## src/smte_pkg.sv

```systemverilog
package smte_pkg;

    localparam int SAMPLE_W    = 16;
    localparam int FRAME_W     = 2 * SAMPLE_W;
    localparam int TAP_W       = 5;
    localparam int DELAY_W     = 21;
    localparam int SUM_W       = 21;
    localparam int RECIP_W     = 21;
    localparam int RECIP_SHIFT = 21;
    localparam int CFG_IDX_W   = 4;
    localparam int CFG_DATA_W  = 16;

    localparam int DEF_HISTORY_DEPTH = 32768;
    localparam int DEF_MAX_TAPS      = 16;

    localparam logic [CFG_IDX_W-1:0] CFG_TAP_SPACING    = 4'd0;
    localparam logic [CFG_IDX_W-1:0] CFG_TAP_COUNT      = 4'd1;
    localparam logic [CFG_IDX_W-1:0] CFG_ALTERNATE_POL  = 4'd2;
    localparam logic [CFG_IDX_W-1:0] CFG_LINEAR_DIVISOR = 4'd3;

    localparam logic [1:0] SRC_ZERO = 2'd0;
    localparam logic [1:0] SRC_DRY  = 2'd1;
    localparam logic [1:0] SRC_MEM  = 2'd2;

    localparam logic signed [SUM_W-1:0] SUM_HI = 21'sd32767;
    localparam logic signed [SUM_W-1:0] SUM_LO = -21'sd32768;

    // ceil(2^21 / d), indexed by divisor d for d of 2 and up; entries 0 and 1 are zero
    localparam logic [RECIP_W-1:0] RECIP_TABLE [32] = '{
        21'd0,      21'd0,      21'd1048576, 21'd699051,
        21'd524288, 21'd419431, 21'd349526,  21'd299594,
        21'd262144, 21'd233017, 21'd209716,  21'd190651,
        21'd174763, 21'd161320, 21'd149797,  21'd139811,
        21'd131072, 21'd123362, 21'd116509,  21'd110377,
        21'd104858, 21'd99865,  21'd95326,   21'd91181,
        21'd87382,  21'd83887,  21'd80660,   21'd77673,
        21'd74899,  21'd72316,  21'd69906,   21'd67651
    };

    typedef struct packed {
        logic             valid;
        logic [1:0]       src;
        logic [TAP_W-1:0] tap;
    } t_tap_tag;

    typedef struct packed {
        logic                    busy;
        logic signed [SUM_W-1:0] sum_l;
        logic signed [SUM_W-1:0] sum_r;
    } t_echo_stat;

endpackage

```

## src/smte_tap_pipe.sv

```systemverilog
module smte_tap_pipe (
    input  logic                         i_clk,
    input  logic                         i_rst_n,
    input  logic                         i_clear,
    input  smte_pkg::t_tap_tag           i_tag,
    input  logic [smte_pkg::FRAME_W-1:0] i_dry,
    input  logic [smte_pkg::FRAME_W-1:0] i_rd_data,
    input  logic                         i_alt,
    input  logic                         i_lin,
    output smte_pkg::t_echo_stat         o_stat
);

    localparam int SW = smte_pkg::SAMPLE_W;
    localparam int PW = smte_pkg::SAMPLE_W + smte_pkg::RECIP_W;

    smte_pkg::t_tap_tag r_t1;

    logic                        r2_valid;
    logic [smte_pkg::TAP_W-1:0]  r2_tap;
    logic [1:0][SW-1:0]          r2_mag;
    logic [1:0]                  r2_sgn;

    logic                        r3_valid;
    logic [1:0][SW-1:0]          r3_q;
    logic [1:0]                  r3_sgn;

    logic signed [smte_pkg::SUM_W-1:0] r_sum_l;
    logic signed [smte_pkg::SUM_W-1:0] r_sum_r;

    logic [smte_pkg::FRAME_W-1:0] s1_frame;
    logic                         s1_neg;
    logic [SW-1:0]                s1_smp;
    logic [1:0][SW-1:0]           s1_mag;
    logic [1:0]                   s1_sgn;

    logic [smte_pkg::TAP_W-1:0]   s2_div;
    logic [smte_pkg::RECIP_W-1:0] s2_recip;
    logic [PW-1:0]                s2_prod;
    logic [1:0][SW-1:0]           s2_q;

    logic signed [smte_pkg::SUM_W-1:0] s3_term_l;
    logic signed [smte_pkg::SUM_W-1:0] s3_term_r;

    // select and rectify the tap sample
    always_comb begin
        case (r_t1.src)
            smte_pkg::SRC_DRY: s1_frame = i_dry;
            smte_pkg::SRC_MEM: s1_frame = i_rd_data;
            default:           s1_frame = '0;
        endcase
        s1_neg = i_alt & r_t1.tap[0];
        s1_smp = '0;
        for (int ch = 0; ch < 2; ch++) begin
            s1_smp     = s1_frame[ch*SW +: SW];
            s1_mag[ch] = s1_smp[SW-1] ? (~s1_smp + SW'(1)) : s1_smp;
            s1_sgn[ch] = s1_smp[SW-1] ^ s1_neg;
        end
    end

    // divide the magnitude by k+1 or 2^k
    always_comb begin
        s2_div   = r2_tap + smte_pkg::TAP_W'(1);
        s2_recip = smte_pkg::RECIP_TABLE[s2_div];
        s2_prod  = '0;
        for (int ch = 0; ch < 2; ch++) begin
            s2_prod  = PW'(r2_mag[ch]) * PW'(s2_recip);
            s2_q[ch] = i_lin ? s2_prod[smte_pkg::RECIP_SHIFT +: SW] : (r2_mag[ch] >> r2_tap);
        end
    end

    always_comb begin
        s3_term_l = $signed(smte_pkg::SUM_W'(r3_q[0]));
        s3_term_r = $signed(smte_pkg::SUM_W'(r3_q[1]));
        if (r3_sgn[0]) begin
            s3_term_l = -s3_term_l;
        end
        if (r3_sgn[1]) begin
            s3_term_r = -s3_term_r;
        end
    end

    always_ff @(posedge i_clk) begin
        if (!i_rst_n) begin
            r_t1     <= '0;
            r2_valid <= 1'b0;
            r3_valid <= 1'b0;
        end else begin
            r_t1     <= i_tag;
            r2_valid <= r_t1.valid;
            r3_valid <= r2_valid;
        end
    end

    always_ff @(posedge i_clk) begin
        r2_tap   <= r_t1.tap;
        r2_mag   <= s1_mag;
        r2_sgn   <= s1_sgn;
        r3_q     <= s2_q;
        r3_sgn   <= r2_sgn;
    end

    always_ff @(posedge i_clk) begin
        if (i_clear) begin
            r_sum_l <= '0;
            r_sum_r <= '0;
        end else if (r3_valid) begin
            r_sum_l <= r_sum_l + s3_term_l;
            r_sum_r <= r_sum_r + s3_term_r;
        end
    end

    assign o_stat.busy  = r_t1.valid | r2_valid | r3_valid;
    assign o_stat.sum_l = r_sum_l;
    assign o_stat.sum_r = r_sum_r;

endmodule

```

## config.mk

```make
export PLATFORM = sky130hd
export DESIGN_NAME = smte_tap_pipe
export DESIGN_NICKNAME = d
export VERILOG_FILES = /design/src/smte_pkg.sv /design/src/smte_tap_pipe.sv
export SDC_FILE = /design/constraint.sdc
export NUM_CORES = 2
export LEC_CHECK = 0
export BUFFER_PORTS_ARGS = -buffer_cell sky130_fd_sc_hd__buf_2
export CORE_MARGIN = 4
export CORE_UTILIZATION = 35
export DETAILED_ROUTE_END_ITERATION = 10
export PLACE_DENSITY_LB_ADDON = 0.05
export SYNTH_ARGS = -nofsm -noshare
export SYNTH_HDL_FRONTEND = slang
export SYNTH_SLANG_ARGS = --single-unit
export TNS_END_PERCENT = 30
```

## constraint.sdc

```tcl
create_clock -name i_clk -period 9.25 [get_ports i_clk]
set_input_delay 1.85 -clock i_clk [delete_from_list [all_inputs] [get_ports i_clk]]
set_output_delay 1.85 -clock i_clk [all_outputs]
set_load 0.05 [all_outputs]
```

==> results.md <==
- Synthesized instance count: 3583
- Num rows: 107
- FF-to-FF Start: r2_tap[3]
- Most common cell in the netlist: inv_1
- Seq/Total Area, Yosys: 8.33%
- Max Used Layer: met4
- Slew Viols, Final: 0
- Hold Vio Cnt, Final: 0
- GRT Util Overall: 22.1%
- Synth Area per Inst: 8.38 um2
- Post-route DRC: 0
- Max FO, Critical Path: 16
- Final Skew: 0.0330 ns
- IO Pins: 120
- CP arrival: 9.05 ns
- Final ANT Viol Nets: 0
- Fmax achieved: 114 MHz
- Seq cells post-synth: 125
- Clk_lat worst skew: 0.45 ns
- Pwr Total: 3.35 mW
- Area fraction of the dominant cell type after synthesis: 35.2%
- Mapped Area: 30000 um2
- Vias: 24309
- Unrepaired setup endpoints after global routing: false
- Met1 WL: 46500 um
- Largest net degree at the start of global routing: 52
- Async S/R FF share, synth: 0%
- Post-route minimum period: 8.74 ns
- Crit path kind: flop to flop
- Dominant cell type by area after synthesis: fa_1
- Crit Reg-Reg Endpoint: r3_q[30]
- TritonCTS clock tree: built
- Max Root-Sink Buffers: 2
- Total Wirelength: 98100 um
- Slew HR: 7.52%
- Number of synthesized flops with an enable pin: 0
- CP Launch Type: flop
- Syn. warnings: 0
- Reg2reg path depth: 26
- First-pass GRT wire length: 155000 um
- Iter 0 DRT Violations: 1412
- Final setup violation count: 0
- Crit path launch: r2_tap[3]
- Port bufs: 119
- Num CTS Buffers: 17
- Critical Path End: r3_q[30]
- CTS clk-pin slew, worst paths: 0.07 ns
- Register-to-register setup slack: 0.51 ns
- Initial antenna violation count: 5
- Clk root buf: clkbuf_16
- Share of layout cells above drive strength 1: 8.48%
- Met2 WL post-DR: 46300 um
- Leak Pwr: 16.0 nW
- Maximum vdd drop: 0.137 mV
- Status: completed
- Worst Hold Depth: 0
- MaxCap Viol Count: 0
- Top_reg_cell synth: dfxtp_1
- Vias in the first global route: 26268
- Full die area: 90600 um2
- DP HPWL: 77800 um
- CP Data Required Time: 9.56 ns
- Net Count, Synth: 4459
- Nets: 4497
- Top cells by count, synth: 649 x inv_1, 531 x nand2_1, 528 x fa_1
- Width of the chip: 301 um
- Core region area: 85100 um2
- TNS Setup: 0 ns
- Per-cell routed wire length: 20.5 um
- Met3 Wirelength: 4350 um
- Pwr per Cell Area: 102 nW/um2
- Starting density of the core: 35.3%
- Setup crit end kind: flop
- Period Utilization, post-route: 94.5%
- DRT Pass-1 Iters: 5
- Synth area leaders: fa_1 35%, ha_1 11%, dfxtp_1 8.3%
- Final weighted congestion in routability-driven placement: 0.865
- P&R area growth vs syn: 9.55%
- Die height: 301 um
- CTS H-tree lvls: 4
- Gr ovfl total: 0
- Post-route cell area: 32900 um2
- HP Class: flop to flop
- Yosys cell types: 77
- # clock sinks: 125
- Average vias per placed instance: 5.08
- Slew @ Worst Pin: 1.39 ns
- DP Area: 32200 um2
==> sequential cells by signal, indices dropped and copies added, names as in the netlist, 2 cells and up <==
register	cells
r2_sgn	2
r_sum_l	21
r2_tap	5
r_sum_r	21
r3_sgn	2
r2_mag	32
r_t1	8
r3_q	32
==> logic make-up (layout without fill, tap and decap cells) <==
kind of cell	Yosys count	in the layout	synth area share, %
buf+inv	849	900	10.7
fa+ha+maj	799	799	46.5
compound gates	458	458	10.1
simple gates	1155	1155	18.1
mux	73	73	2.56
flops	125	125	8.33
xor+xnor	124	124	3.70
other cells	0	3	0
==> cell usage in the layout (no fill, tap or decap), types with 25 or more instances in the layout <==
cell type  synthesis  final
a21o_1            51     51
a21oi_1          120    116
a22oi_1           36     36
and2_1           286    286
buf_2              3    119
buf_4              2     91
dfxtp_1          125    118
fa_1             528    528
ha_1             271    271
inv_1            649    649
mux2i_1           61     61
nand2_1          531    530
nand3_1           34     34
nor2_1           160    158
nor3_1            35     34
o21ai_0           89     85
or3_1             25     25
xnor2_1           81     81
xor2_1            41     40
==> worst max-delay path: stages, from the launching register on <==
cell and delay [ns]:
dfxtp_1 0.51, buf_4 0.27, nand3_2 0.13, xnor2_1 0.74
buf_4 0.33, a21oi_1 0.07, a21oi_2 0.34, buf_4 0.35
nand2_1 0.13, fa_1 0.55, fa_1 0.57, inv_1 0.07
fa_1 0.47, ha_1 0.29, inv_1 0.04, fa_1 0.48
fa_1 0.51, inv_1 0.06, ha_1 0.30, a2111oi_0 0.46
a21oi_1 0.27, a21oi_1 0.44, a31oi_4 0.22, a221oi_2 0.41
o211ai_1 0.18, xor2_1 0.17, a32o_1 0.24
==> worst min path at each step <==
stage	from	to	slack [ns]
after floorplan	r_t1[1]	r2_tap[1]	0.31
after global placement	r2_sgn[0]	r3_sgn[0]	0.31
after detailed placement	r2_sgn[0]	r3_sgn[0]	0.31
after CTS	r2_sgn[0]	r3_sgn[0]	0.33
after global routing	r_t1[3]	r2_tap[3]	0.33
final	r2_sgn[0]	r3_sgn[0]	0.33
==> where the power goes <==
| part | internal [mW] | leakage, nW | switching (mW) | total [mW] |
|---|---|---|---|---|
| Sequential | 0.585 | 1.02 | 0.0721 | 0.657 |
| Clock | 0.511 | 0.330 | 0.296 | 0.807 |
| Combinational | 0.709 | 14.7 | 1.18 | 1.89 |
==> stage by stage <==
stage | hold WS (ns) | util [%] | worst slack, ns | cells
floorplan | 0.310 | - | 0.926 | 3583
global placement | 0.314 | 37.8 | 0.461 | 4746
detailed placement | 0.314 | 37.8 | 0.352 | 4746
CTS | 0.327 | 38.6 | 0.307 | 4778
global route | 0.334 | 38.6 | 0.00531 | 4778
finish | 0.326 | 38.6 | 0.507 | 4781
==> layer usage <==
layer | track usage [%] | vias to the layer above
met5 | 0 | -
li1 | - | 11243
met2 | 37.1 | 534
met3 | 2.58 | 75
met4 | 2.92 | 0
met1 | 31.6 | 12457
==> area by class of cell <==
class	instances	area (um2)
flip-flops and latches	125	2510
inverters	652	2450
repair buffers	216	1380
well taps	1144	1430
fillers	8868	52200
clock inverters	15	260
multi-input cells	2609	24400
diodes	3	7.51
clock buffers	17	425
==> timing repair <==
action                                  in CTS  in global routing
buffers inserted                             0                  0
hold buffers                                 0                  0
resized for setup                            0                  4
endpoints found under the setup margin       0                  8
(Power assumes the default switching activity.)
